$ cat config.mk
export PLATFORM = sky130hd
export DESIGN_NAME = array_first_mismatch_finder_flat
export DESIGN_NICKNAME = d
export VERILOG_FILES = /design/src/hw/rtl/afmf_pkg.sv /design/src/hw/rtl/afmf_if.sv /design/src/hw/rtl/afmf_lane_cmp.sv /design/src/hw/rtl/array_first_mismatch_finder.sv /design/src/flat_wrapper.sv
export VERILOG_INCLUDE_DIRS = /design/src /design/src/hw/rtl
export SDC_FILE = /design/constraint.sdc
export NUM_CORES = 1
export LEC_CHECK = 0
export ABC_AREA = 1
export CORE_MARGIN = 1.5
export CORE_UTILIZATION = 65
export CTS_BUF_LIST = sky130_fd_sc_hd__clkbuf_2
export DETAILED_ROUTE_END_ITERATION = 6
export DONT_BUFFER_PORTS = 1
export PLACE_DENSITY = 0.88
export SYNTH_ARGS = -nofsm -noshare
export SYNTH_HDL_FRONTEND = slang
export SYNTH_SLANG_ARGS = --single-unit
$ cat constraint.sdc
create_clock -name clk -period 9 [get_ports clk]
set_input_delay 1.8 -clock clk [delete_from_list [all_inputs] [get_ports clk]]
set_output_delay 1.8 -clock clk [all_outputs]
set_load 0.01 [all_outputs]
$ cat src/hw/rtl/assert_macros.svh
// Assertion macros shared by the mismatch finder RTL.
// Needs signals clk and rst_n in the including scope.
`ifndef ASSERT_MACROS_SVH
`define ASSERT_MACROS_SVH

// Property holds at every clock edge outside reset.
`define AFMF_ASSERT_ALWAYS(lbl, cond, msg) \
  lbl: assert property (@(posedge clk) disable iff (!rst_n) (cond)) else $error(msg);

// Consequent must hold in the cycle after the antecedent.
`define AFMF_ASSERT_NEXT(lbl, ante, cons, msg) \
  lbl: assert property (@(posedge clk) disable iff (!rst_n) (ante) |=> (cons)) else $error(msg);

`endif

$ cat src/hw/rtl/afmf_pkg.sv
// Shared types, register indexes and float helpers for the mismatch finder.
// No dependencies.
package afmf_pkg;

  localparam int WORD_W     = 64;
  localparam int VLD_W      = 4;
  localparam int INDEX_W    = 16;
  localparam int LANES_MAX  = 8;
  localparam int REG_IDX_W  = 2;
  localparam int CFG_DATA_W = 2;

  // Configuration register indexes
  localparam logic [REG_IDX_W-1:0] REG_ELEM_SIZE  = 2'd0;
  localparam logic [REG_IDX_W-1:0] REG_NAN_EQUAL  = 2'd1;
  localparam logic [REG_IDX_W-1:0] REG_LANE_ORDER = 2'd2;

  typedef enum logic [1:0] {
    SZ_BYTE  = 2'd0,
    SZ_HALF  = 2'd1,
    SZ_WORD  = 2'd2,
    SZ_DWORD = 2'd3
  } elem_size_t;

  typedef struct packed {
    elem_size_t size;
    logic       nan_equal;
    logic       lane_order;
  } cfg_t;

  function automatic logic is_nan32(input logic [31:0] v);
    return (v[30:23] == 8'hFF) && (v[22:0] != '0);
  endfunction

  function automatic logic is_nan64(input logic [63:0] v);
    return (v[62:52] == 11'h7FF) && (v[51:0] != '0);
  endfunction

endpackage

$ cat src/hw/rtl/afmf_if.sv
// Valid/ready channel interfaces for the mismatch finder word and result streams.
// Depends on afmf_pkg.
interface afmf_in_if;
  import afmf_pkg::*;
  logic               valid;
  logic               ready;
  logic [WORD_W-1:0]  a_word;
  logic [WORD_W-1:0]  b_word;
  logic [VLD_W-1:0]   valid_elements;
  logic               last;
  modport source (output valid, a_word, b_word, valid_elements, last, input ready);
  modport sink   (input valid, a_word, b_word, valid_elements, last, output ready);
endinterface

interface afmf_out_if;
  import afmf_pkg::*;
  logic               valid;
  logic               ready;
  logic               found;
  logic [INDEX_W-1:0] mismatch_index;
  logic               overflow;
  modport source (output valid, found, mismatch_index, overflow, input ready);
  modport sink   (input valid, found, mismatch_index, overflow, output ready);
endinterface

$ cat src/hw/rtl/afmf_lane_cmp.sv
// Lane compare: per-element difference flags of two packed words, in stream order.
// Depends on afmf_pkg.
module afmf_lane_cmp (
  input  logic [afmf_pkg::WORD_W-1:0]    a_word,
  input  logic [afmf_pkg::WORD_W-1:0]    b_word,
  input  afmf_pkg::cfg_t                 cfg,
  output logic [afmf_pkg::LANES_MAX-1:0] diff
);
  import afmf_pkg::*;

  logic [7:0] d8;
  logic [3:0] d16;
  logic [1:0] d32_raw;
  logic [1:0] d32;
  logic       d64;

  // byte differences combine upward into wider lanes
  always_comb begin
    for (int p = 0; p < 8; p++) begin
      d8[p] = a_word[8*p +: 8] != b_word[8*p +: 8];
    end
    for (int p = 0; p < 4; p++) begin
      d16[p] = d8[2*p] | d8[2*p+1];
    end
    for (int p = 0; p < 2; p++) begin
      d32_raw[p] = d16[2*p] | d16[2*p+1];
      d32[p] = d32_raw[p] &&
               !(cfg.nan_equal && is_nan32(a_word[32*p +: 32]) &&
                 is_nan32(b_word[32*p +: 32]));
    end
    d64 = (d32_raw[0] | d32_raw[1]) &&
          !(cfg.nan_equal && is_nan64(a_word) && is_nan64(b_word));
  end

  // map physical lanes to stream order; high-first order mirrors the index
  always_comb begin
    logic [2:0] kk;
    diff = '0;
    kk   = '0;
    for (int k = 0; k < LANES_MAX; k++) begin
      kk = 3'(k);
      case (cfg.size)
        SZ_BYTE: begin
          diff[k] = d8[cfg.lane_order ? ~kk : kk];
        end
        SZ_HALF: begin
          if (k < 4) diff[k] = d16[cfg.lane_order ? ~kk[1:0] : kk[1:0]];
        end
        SZ_WORD: begin
          if (k < 2) diff[k] = d32[cfg.lane_order ? ~kk[0] : kk[0]];
        end
        SZ_DWORD: begin
          if (k < 1) diff[k] = d64;
        end
        default: diff = '0;
      endcase
    end
  end

endmodule

$ cat src/hw/rtl/array_first_mismatch_finder.sv
// Top level of the array first-mismatch finder: word register, compare/encode, result register.
// Depends on afmf_pkg, afmf_if, afmf_lane_cmp and assert_macros.svh.
//
//   Channel   Dir  Handshake        Carries
//   in_ch     in   valid/ready      a_word, b_word, valid_elements, last
//   out_ch    out  valid/ready      found, mismatch_index, overflow (one per last word)
//   cfg_*     in   cfg_we only      element_size_log2, nan_equal, lane_order
//
// One word per cycle sustained while no last word waits on a stalled result: a
// transfer lands in the word register, then the lane compare, priority encode and
// count update finish into the state and result registers.
// Reset is synchronous (rst_n low) and clears config, counters and valid bits.
// A stalled result only holds back a later last word; plain words keep flowing.
`include "assert_macros.svh"

module array_first_mismatch_finder #(
  parameter int MAX_ELEMENTS = 65536
) (
  input  logic                                clk,
  input  logic                                rst_n,
  afmf_in_if.sink                             in_ch,
  afmf_out_if.source                          out_ch,
  input  logic                                cfg_we,
  input  logic [afmf_pkg::REG_IDX_W-1:0]      cfg_idx,
  input  logic [afmf_pkg::CFG_DATA_W-1:0]     cfg_wdata
);
  import afmf_pkg::*;

  // indexes must fit mismatch_index, so the usable limit tops out at 2^16
  localparam int LIMIT = (MAX_ELEMENTS > 65536) ? 65536 : MAX_ELEMENTS;
  localparam int CNT_W = $clog2(LIMIT + 1);
  localparam logic [CNT_W-1:0] LIMIT_C = CNT_W'(LIMIT);
  localparam logic [CNT_W-1:0] LANES_C = CNT_W'(LANES_MAX);

  // configuration
  cfg_t cfg_r;

  always_ff @(posedge clk) begin
    if (!rst_n) begin
      cfg_r <= '{size: SZ_BYTE, nan_equal: 1'b0, lane_order: 1'b0};
    end else if (cfg_we) begin
      case (cfg_idx)
        REG_ELEM_SIZE:  cfg_r.size       <= elem_size_t'(cfg_wdata);
        REG_NAN_EQUAL:  cfg_r.nan_equal  <= cfg_wdata[0];
        REG_LANE_ORDER: cfg_r.lane_order <= cfg_wdata[0];
        default: ;
      endcase
    end
  end

  // word register
  logic              s1_valid_r;
  logic [WORD_W-1:0] s1_a_r;
  logic [WORD_W-1:0] s1_b_r;
  logic [VLD_W-1:0]  s1_vld_r;
  logic              s1_last_r;

  logic out_valid_r;
  logic out_free;
  logic s2_go;

  // a last word needs a free result slot; other words never wait
  assign out_free    = !out_valid_r || out_ch.ready;
  assign s2_go       = s1_valid_r && (!s1_last_r || out_free);
  assign in_ch.ready = !s1_valid_r || s2_go;

  always_ff @(posedge clk) begin
    if (!rst_n) begin
      s1_valid_r <= 1'b0;
    end else if (in_ch.ready) begin
      s1_valid_r <= in_ch.valid;
    end
  end

  always_ff @(posedge clk) begin
    if (in_ch.ready && in_ch.valid) begin
      s1_a_r    <= in_ch.a_word;
      s1_b_r    <= in_ch.b_word;
      s1_vld_r  <= in_ch.valid_elements;
      s1_last_r <= in_ch.last;
    end
  end

  // lane compare
  logic [LANES_MAX-1:0] diff;

  afmf_lane_cmp u_lane_cmp (
    .a_word (s1_a_r),
    .b_word (s1_b_r),
    .cfg    (cfg_r),
    .diff   (diff)
  );

  // range state
  logic [CNT_W-1:0]   seen_r,    seen_nxt;
  logic               hit_r,     hit_nxt;
  logic [INDEX_W-1:0] hit_pos_r, hit_pos_nxt;
  logic               ovf_r,     ovf_nxt;

  logic [VLD_W-1:0]     lanes;
  logic [VLD_W-1:0]     vld_c;
  logic [CNT_W-1:0]     room;
  logic [VLD_W-1:0]     avail;
  logic [VLD_W-1:0]     inc;
  logic [LANES_MAX-1:0] cmp_en;
  logic [LANES_MAX-1:0] hit_vec;
  logic [2:0]           first_k;
  logic [31:0]          pos_w;

  always_comb begin
    lanes = VLD_W'(LANES_MAX) >> cfg_r.size;
    vld_c = (s1_vld_r > lanes) ? lanes : s1_vld_r;
    // elements left before the limit, capped at one word's worth
    room  = LIMIT_C - seen_r;
    avail = (room >= LANES_C) ? VLD_W'(LANES_MAX) : room[VLD_W-1:0];
    inc   = (vld_c < avail) ? vld_c : avail;

    for (int k = 0; k < LANES_MAX; k++) begin
      cmp_en[k] = (VLD_W'(k) < inc);
    end
    hit_vec = diff & cmp_en;

    // priority encode: lowest stream lane wins
    first_k = '0;
    for (int k = LANES_MAX - 1; k >= 0; k--) begin
      if (hit_vec[k]) first_k = 3'(k);
    end
    pos_w = 32'(seen_r) + 32'(first_k);

    seen_nxt    = seen_r + CNT_W'(inc);
    ovf_nxt     = ovf_r || (vld_c > avail);
    hit_nxt     = hit_r || (hit_vec != '0);
    hit_pos_nxt = hit_r ? hit_pos_r : ((hit_vec != '0) ? pos_w[INDEX_W-1:0] : '0);
  end

  always_ff @(posedge clk) begin
    if (!rst_n) begin
      seen_r    <= '0;
      hit_r     <= 1'b0;
      hit_pos_r <= '0;
      ovf_r     <= 1'b0;
    end else if (s2_go) begin
      if (s1_last_r) begin
        seen_r    <= '0;
        hit_r     <= 1'b0;
        hit_pos_r <= '0;
        ovf_r     <= 1'b0;
      end else begin
        seen_r    <= seen_nxt;
        hit_r     <= hit_nxt;
        hit_pos_r <= hit_pos_nxt;
        ovf_r     <= ovf_nxt;
      end
    end
  end

  // result register
  logic               out_found_r;
  logic [INDEX_W-1:0] out_idx_r;
  logic               out_ovf_r;

  always_ff @(posedge clk) begin
    if (!rst_n) begin
      out_valid_r <= 1'b0;
    end else if (s2_go && s1_last_r) begin
      out_valid_r <= 1'b1;
    end else if (out_ch.ready) begin
      out_valid_r <= 1'b0;
    end
  end

  always_ff @(posedge clk) begin
    if (s2_go && s1_last_r) begin
      out_found_r <= hit_nxt;
      out_idx_r   <= hit_pos_nxt;
      out_ovf_r   <= ovf_nxt;
    end
  end

  assign out_ch.valid          = out_valid_r;
  assign out_ch.found          = out_found_r;
  assign out_ch.mismatch_index = out_idx_r;
  assign out_ch.overflow       = out_ovf_r;

  `AFMF_ASSERT_ALWAYS(a_count_bound, seen_r <= LIMIT_C, "element count past limit")
  `AFMF_ASSERT_ALWAYS(a_hit_below_count, !hit_r || (32'(hit_pos_r) < 32'(seen_r)), "hit past count")
  `AFMF_ASSERT_NEXT(a_last_clears, s2_go && s1_last_r, (seen_r == '0) && !hit_r && !ovf_r, "range not cleared")
  `AFMF_ASSERT_NEXT(a_last_result, s2_go && s1_last_r, out_valid_r, "last word gave no result")

endmodule

$ cat src/flat_wrapper.sv
// flat-port wrapper written by rule: the top's interface ports become plain ports
module array_first_mismatch_finder_flat import afmf_pkg::*;
#(
  parameter int MAX_ELEMENTS = 65536
)
  (clk, rst_n, cfg_we, cfg_idx, cfg_wdata, in_ch_valid, in_ch_a_word, in_ch_b_word, in_ch_valid_elements, in_ch_last, in_ch_ready, out_ch_valid, out_ch_found, out_ch_mismatch_index, out_ch_overflow, out_ch_ready);
  afmf_in_if in_ch_i ();
  afmf_out_if out_ch_i ();
  input  logic clk;
  input  logic rst_n;
  input  logic cfg_we;
  input  logic [afmf_pkg::REG_IDX_W-1:0] cfg_idx;
  input  logic [afmf_pkg::CFG_DATA_W-1:0] cfg_wdata;
  input wire logic [$bits(in_ch_i.valid)-1:0] in_ch_valid;
  input wire logic [$bits(in_ch_i.a_word)-1:0] in_ch_a_word;
  input wire logic [$bits(in_ch_i.b_word)-1:0] in_ch_b_word;
  input wire logic [$bits(in_ch_i.valid_elements)-1:0] in_ch_valid_elements;
  input wire logic [$bits(in_ch_i.last)-1:0] in_ch_last;
  output wire logic [$bits(in_ch_i.ready)-1:0] in_ch_ready;
  output wire logic [$bits(out_ch_i.valid)-1:0] out_ch_valid;
  output wire logic [$bits(out_ch_i.found)-1:0] out_ch_found;
  output wire logic [$bits(out_ch_i.mismatch_index)-1:0] out_ch_mismatch_index;
  output wire logic [$bits(out_ch_i.overflow)-1:0] out_ch_overflow;
  input wire logic [$bits(out_ch_i.ready)-1:0] out_ch_ready;
  assign in_ch_i.valid = in_ch_valid;
  assign in_ch_i.a_word = in_ch_a_word;
  assign in_ch_i.b_word = in_ch_b_word;
  assign in_ch_i.valid_elements = in_ch_valid_elements;
  assign in_ch_i.last = in_ch_last;
  assign in_ch_ready = in_ch_i.ready;
  assign out_ch_valid = out_ch_i.valid;
  assign out_ch_found = out_ch_i.found;
  assign out_ch_mismatch_index = out_ch_i.mismatch_index;
  assign out_ch_overflow = out_ch_i.overflow;
  assign out_ch_i.ready = out_ch_ready;
  array_first_mismatch_finder #(.MAX_ELEMENTS(MAX_ELEMENTS)) u_core (.clk(clk), .rst_n(rst_n), .in_ch(in_ch_i), .out_ch(out_ch_i), .cfg_we(cfg_we), .cfg_idx(cfg_idx), .cfg_wdata(cfg_wdata));
endmodule
==> flow_summary_export.csv, run 1 <==
group,metric,value,unit
clock_tree,cts.path.max_buffers,2,
routing,drc_errors,0,
clock_tree,clk_pin_slew_worst_paths,0.32,ns
pwr,power.density,172.6,nW/um^2
logic_synthesis,synth_ff_type,"edfxtp_1",
finish,layoutNonFillerInstCount,1370,
timing,period_needed,5.913,ns
critical_path,worstSetupPathType,"register to register",
die,start_util,0.6625,
placed_design,placed_cell_area,10210,um^2
die,die_w,127.2,um
job,drv_cap,0,
logic_synthesis,synth.avg_cell_area,8.657,um^2
finish,drive_above_1_share,0.09839,
global_routing,grt_first_pass_wirelength,33160,um
min_path,hold_path.class,"register to register",
clock_tree,cts_buffers,17,
critical_path,arrival,6.66,ns
global_routing,use_met2,0.4559,
global_routing,gr-total-overflow,0,
timing,slew_violations,0,
timing,post-route-period-util,0.6570,
critical_path,setup.worst_path.end_class,"register",
finish,syn2layout_area_growth,4.913,%
clock_tree,clock-root-buffer,"clkbuf_2",
logic_synthesis,ys_types,47,
clock_tree,cts_setup_buffers,0,
clock_tree,cts_tree,"built",
timing,slew_headroom,0.3253,
run_status,status,"completed",
global_routing,grt_max_degree,82,
die,core,15150,um^2
logic_synthesis,ys_warn_count,0,
pwr,p_leak,0.004492,uW
routing,wl_per_cell,15.19,um
placed_design,portBuffers,0,
logic_synthesis,synth_fp_nets,1321,
routing,ant_nets,0,
finish,nets,1328,
critical_path,crit_top_cell,"nand2_1",
finish,fin_area,10530,um^2
global_routing,use_met1,0.3124,
logic_synthesis,synthArstFlopShare,0,
clock_tree,clk_latency,0.78,ns
global_routing,grt_antenna_before_repair,2,
finish,layout.cells.most_common,"nand2_1",
routing,first_iter_violations,773,
pwr,power,1817,uW
global_routing,track_usage,0.2623,
logic_synthesis,synth_edf_count,151,
logic_synthesis,synth_largest_area_cell,"edfxtp_1",
placed_design,place_congestion,0.9081,
clock_tree,cts.sinks,192,
logic_synthesis,synth.ff_latch_count,192,
timing,hold_violations,0,
global_routing,top_usage_layer,"met2",
global_routing,grt_pass1_vias,7157,
finish,layout_common_cells,"nand2_1, inv_1, edfxtp_1, nor2_1, nand3_1",
timing,setup_viol,0,
timing,tightest_slew,1.012,ns
timing,fin_ws,3.087,ns
routing,vias,7781,
clock_tree,cts_resized,0,
clock_tree,ctsHoldBuffers,0,
critical_path,start_kind,"register",
die,dieArea,16190,um^2
clock_tree,cts_max_level,4,
routing,via_per_inst,5.680,
critical_path,r2r_slack,3.09,ns
logic_synthesis,syn-cell-area,10030,um^2
logic_synthesis,syn_inst,1159,
routing,drt-pass1-iter-count,6,
timing,max_freq,169.1,MHz
logic_synthesis,synthTopCellsByArea,"edfxtp_1, nand2_1, dfxtp_1, inv_1, nor2_1",
placed_design,pre_cts_slack,3.180,ns
routing,drt_wl_total,20810,um
global_routing,grt_use_met3,0.07412,
placed_design,dp_hpwl,15970,um
critical_path,max_stage_delay,0.43,ns
critical_path,slowest_stage,"dfxtp_1",
critical_path,crit_fanout,7,
logic_synthesis,seq_area_frac_synth,0.5337,
die,rows,45,
die,num_io_pins,162,
timing,fin_skew,0.03543,ns
die,die_height,127.2,um
critical_path,required,9.75,ns
logic_synthesis,synth_top_area_frac,0.4519,
timing,rsz0062_at_grt,"false",
pwr,max-vdd-ir-drop,216.1,uV
placed_design,dpl.cell_count,1335,
timing,setup_tns,0,ns
==> stage by stage <==
step	hold slack, ns	util
5_1_grt	0.5079	0.6950
3_3_place_gp	0.4522	0.6739
3_5_place_dp	0.4576	0.6739
2_1_floorplan	0.4454	-
4_1_cts	0.4856	0.6945
6_report	0.4854	0.6950
==> final cells by class <==
class                   instances  area [um^2]
well taps                     188        235.2
clock inverters                15        226.5
diodes                          3        7.507
clock buffers                  17        85.08
flip-flops and latches        192         5355
multi-input cells             781         3954
inverters                     172        648.1
fillers                      1153         4619
repair buffers                  2        15.01
==> sequential cells by signal, indices dropped and copies added, names as in the netlist <==
register / flops
u_core.s1_a_r: 64
u_core.out_ch.mismatch_index: 16
u_core.s1_b_r: 64
u_core.cfg_r: 4
u_core.hit_r: 1
u_core.s1_valid_r: 1
u_core.s1_vld_r: 4
u_core.out_ch.overflow: 1
u_core.out_ch.valid: 1
u_core.out_ch.found: 1
u_core.ovf_r: 1
u_core.s1_last_r: 1
u_core.hit_pos_r: 16
u_core.seen_r: 17
==> where the power goes <==
| group | switching, uW | internal (uW) |
|---|---|---|
| registers | 32.4 | 1010 |
| logic | 193 | 99.1 |
| clock network | 352 | 135 |
==> per-layer routing <==
metal,vias up,share of wire
met2,292,0.51
met4,0,0.027
met3,55,0.065
met1,3598,0.40
met5,-,0
li1,3836,-
==> synth_stat cells (4+ instances only) <==
| cell type | n |
|---|---|
| a21oi_2 | 10 |
| nand4_1 | 44 |
| o211ai_1 | 4 |
| or2_2 | 12 |
| xnor2_1 | 5 |
| nand2_1 | 297 |
| nand2_4 | 4 |
| nor2_4 | 7 |
| edfxtp_1 | 151 |
| dfxtp_1 | 41 |
| ha_1 | 18 |
| o21ai_1 | 4 |
| xor2_1 | 15 |
| nor3_1 | 16 |
| o21ai_0 | 39 |
| nor2_1 | 125 |
| a21oi_1 | 49 |
| nand3_1 | 51 |
| nand2_2 | 36 |
| nor4_1 | 14 |
| a31oi_1 | 5 |
| clkbuf_1 | 8 |
| inv_1 | 170 |
| nor2_2 | 6 |
==> final timing paths <==
kind | start | to | depth (start not counted)
worst max-delay path | u_core.seen_r[0] | u_core.hit_pos_r[12] | 42
worst min-delay path | u_core.hit_pos_r[3] | u_core.hit_pos_r[3] | 2
worst max register to register | u_core.seen_r[0] | u_core.hit_pos_r[12] | 42
worst min register to register | u_core.hit_pos_r[3] | u_core.hit_pos_r[3] | 2
==> critical path, delay by kind of cell, from the launching register on <==
kind                     cells  cell delay, ns
AO/OA/AOI/OAI                5            0.69
flip-flops                   1            0.43
AND/OR/NAND/NOR             27            2.97
buffers and inverters        5            0.59
XOR/XNOR                     1            0.15
adder cells (fa/ha/maj)      4            1.04
==> cell families after synthesis <==
family | Yosys count | synth area share
fa+ha+maj | 20 | 0.02644
buf+inv | 186 | 0.07220
compound gates | 119 | 0.06697
simple gates | 621 | 0.2816
xor+xnor | 21 | 0.01908
flops | 192 | 0.5337
Power figures use the tool's default switching activity.
==> inputs of run 2 (changes only) <==
Settings changed: CORE_UTILIZATION 65 to 60, PLACE_DENSITY 0.88 to 0.86.
Clock period 9 ns to 4.79 ns, I/O delays scaled along.
==> run 2 against run 1 <==
- the flow now finishes with violations (setup timing)
- clock power increased by 69%
- routed wire length is 17% higher
- core utilization is 3.1 points higher
- via count is 9.4% higher
- critical endpoint unchanged
- largest power group unchanged
==> flow_summary_export.csv, run 2 (synthesized netlist as in run 1, its figures left out) <==
group,metric,value,unit
run_status,status,"complete, but fails checks",
run_status,violations,"setup timing",
clock_tree,clock-root-buffer,"clkbuf_2",
clock_tree,cts.sinks,192,
finish,nets,1445,
pwr,p_leak,0.005143,uW
clock_tree,cts_max_level,4,
pwr,power.density,309.7,nW/um^2
critical_path,worstSetupPathType,"register to register",
finish,layout_common_cells,"nand2_1, inv_1, edfxtp_1, nor2_1, buf_4",
routing,wl_per_cell,16.11,um
critical_path,crit_fanout,8,
die,num_io_pins,162,
critical_path,start_kind,"register",
routing,first_iter_violations,601,
timing,setup_viol,27,
finish,diodes,0,
routing,via_per_inst,5.613,
clock_tree,clk_latency,0.81,ns
critical_path,rr_worst_depth,39,
critical_path,setup.worst_path.end_class,"register",
global_routing,grt_pass1_vias,7847,
critical_path,slowest_stage,"dfxtp_4",
finish,top_regs,"u_core.s1_a_r x64, u_core.s1_b_r x64, u_core.seen_r x17",
die,core,16470,um^2
placed_design,place_congestion,0.9122,
critical_path,r2r_slack,-0.41,ns
pwr,max-vdd-ir-drop,226.8,uV
placed_design,portBuffers,0,
timing,slew_headroom,0.2958,
timing,setup_tns,-7.095,ns
routing,drt-pass1-iter-count,6,
global_routing,gr-total-overflow,0,
finish,drive_above_1_share,0.2616,
placed_design,dp_hpwl,16580,um
min_path,hold_start,"in_ch_a_word[45]",
timing,fin_skew,0.05264,ns
timing,period_needed,5.204,ns
critical_path,required,5.56,ns
critical_path,worstReg2RegStart,"u_core.cfg_r[2]",
min_path,hold_path_end,"u_core.s1_a_r[45]",
finish,layout.cells.most_common,"nand2_1",
die,dieArea,17510,um^2
finish,fill_cells,1121,
clock_tree,cts_buffers,17,
die,die_height,132.3,um
finish,syn2layout_area_growth,19.19,%
timing,post-route-period-util,1.086,
routing,ant_nets,0,
clock_tree,clk_pin_slew_worst_paths,0.32,ns
timing,rsz0062_at_grt,"true",
timing,hold_violations,0,
critical_path,max_stage_delay,0.43,ns
critical_path,critPathBufInv,5,
critical_path,arrival,5.97,ns
global_routing,grt_max_degree,79,
global_routing,grt_antenna_before_repair,0,
clock_tree,cts_tree,"built",
routing,vias,8510,
die,rows,47,
timing,fin_ws,-0.4135,ns
global_routing,grt_first_pass_wirelength,35790,um
critical_path,r2r-end,"u_core.hit_pos_r[12]",
timing,slew_violations,0,
routing,drc_errors,0,
min_path,hold_depth,0,
min_path,hold_path.class,"input port to register",
timing,holdWs,0.2278,ns
die,start_util,0.6093,
global_routing,track_usage,0.2561,
timing,tightest_slew,1.055,ns
job,drv_cap,0,
die,die_w,132.3,um
clock_tree,cts.path.max_buffers,2,
routing,drt_wl_total,24430,um
timing,max_freq,192.2,MHz
critical_path,crit_family,"simple AND/OR/NAND/NOR gates",
## run 2: cell type report
class | count | area [um^2] | area share
Timing Repair Buffer | 119 | 935.9 | 0.07826
Sequential cell | 192 | 5381 | 0.4500
Tap cell | 220 | 275.3 | 0.02302
Clock buffer | 17 | 85.08 | 0.007114
Clock inverter | 15 | 163.9 | 0.01371
Inverter | 172 | 653.1 | 0.05461
Multi-Input combinational cell | 781 | 4464 | 0.3733
## run 2: worst register-to-register path, delay by kind of cell (launching register included)
kind                     cells  cell delay, ns
AO/OA/AOI/OAI                7            1.34
XOR/XNOR                     1            0.15
adder cells (fa/ha/maj)      4            1.01
buffers and inverters        5            0.48
flip-flops                   1            0.43
AND/OR/NAND/NOR             22            1.80
## run 2: worst max path at each step
stage | from | end | slack [ns] | cells past startpoint
floorplan | u_core.seen_r[0] | u_core.hit_pos_r[12] | 0.05 | 42
global placement | u_core.cfg_r[3] | u_core.hit_pos_r[12] | -0.27 | 38
detailed placement | u_core.cfg_r[3] | u_core.hit_pos_r[12] | -0.40 | 38
CTS | u_core.seen_r[1] | u_core.hit_pos_r[12] | -0.08 | 43
global route | u_core.cfg_r[2] | u_core.hit_pos_r[12] | -0.75 | 40
finish | u_core.cfg_r[2] | u_core.hit_pos_r[12] | -0.41 | 39
## run 2: what timing repair did
item	4_1_cts	5_1_grt
pin swaps	11	19
gates cloned	0	0
gates resized for setup	49	112
hold buffers	0	0
setup buffers	19	13
setup endpoints to repair	26	37
## run 2: power breakdown
group | total (uW) | switching (uW) | leakage, uW | internal [uW]
registers | 1940 | 58.6 | 0.00181 | 1890
logic | 935 | 536 | 0.00318 | 398
clock network | 824 | 605 | 0.000154 | 219
## run 2: layer usage
metal	track usage	wire length [um]	vias to the layer above
li1	-	-	4072
met1	0.2901	9128	3955
met2	0.4628	12620	391
met3	0.06882	1760	92
met4	0.09585	921	0
met5	0	0	-
## run 2: stage by stage
stage                     instances  setup slack (ns)  utilization  area, um^2  power [uW]
after floorplan                1159           0.05334            -       10050        2415
after global placement         1452           -0.2680       0.6631       10920        2590
after detailed placement       1452           -0.4024       0.6631       10920        2615
after CTS                      1503          -0.07926       0.6946       11440        3515
after global routing           1516           -0.7506       0.7263       11960        3852
final                          1516           -0.4135       0.7263       11960        3703
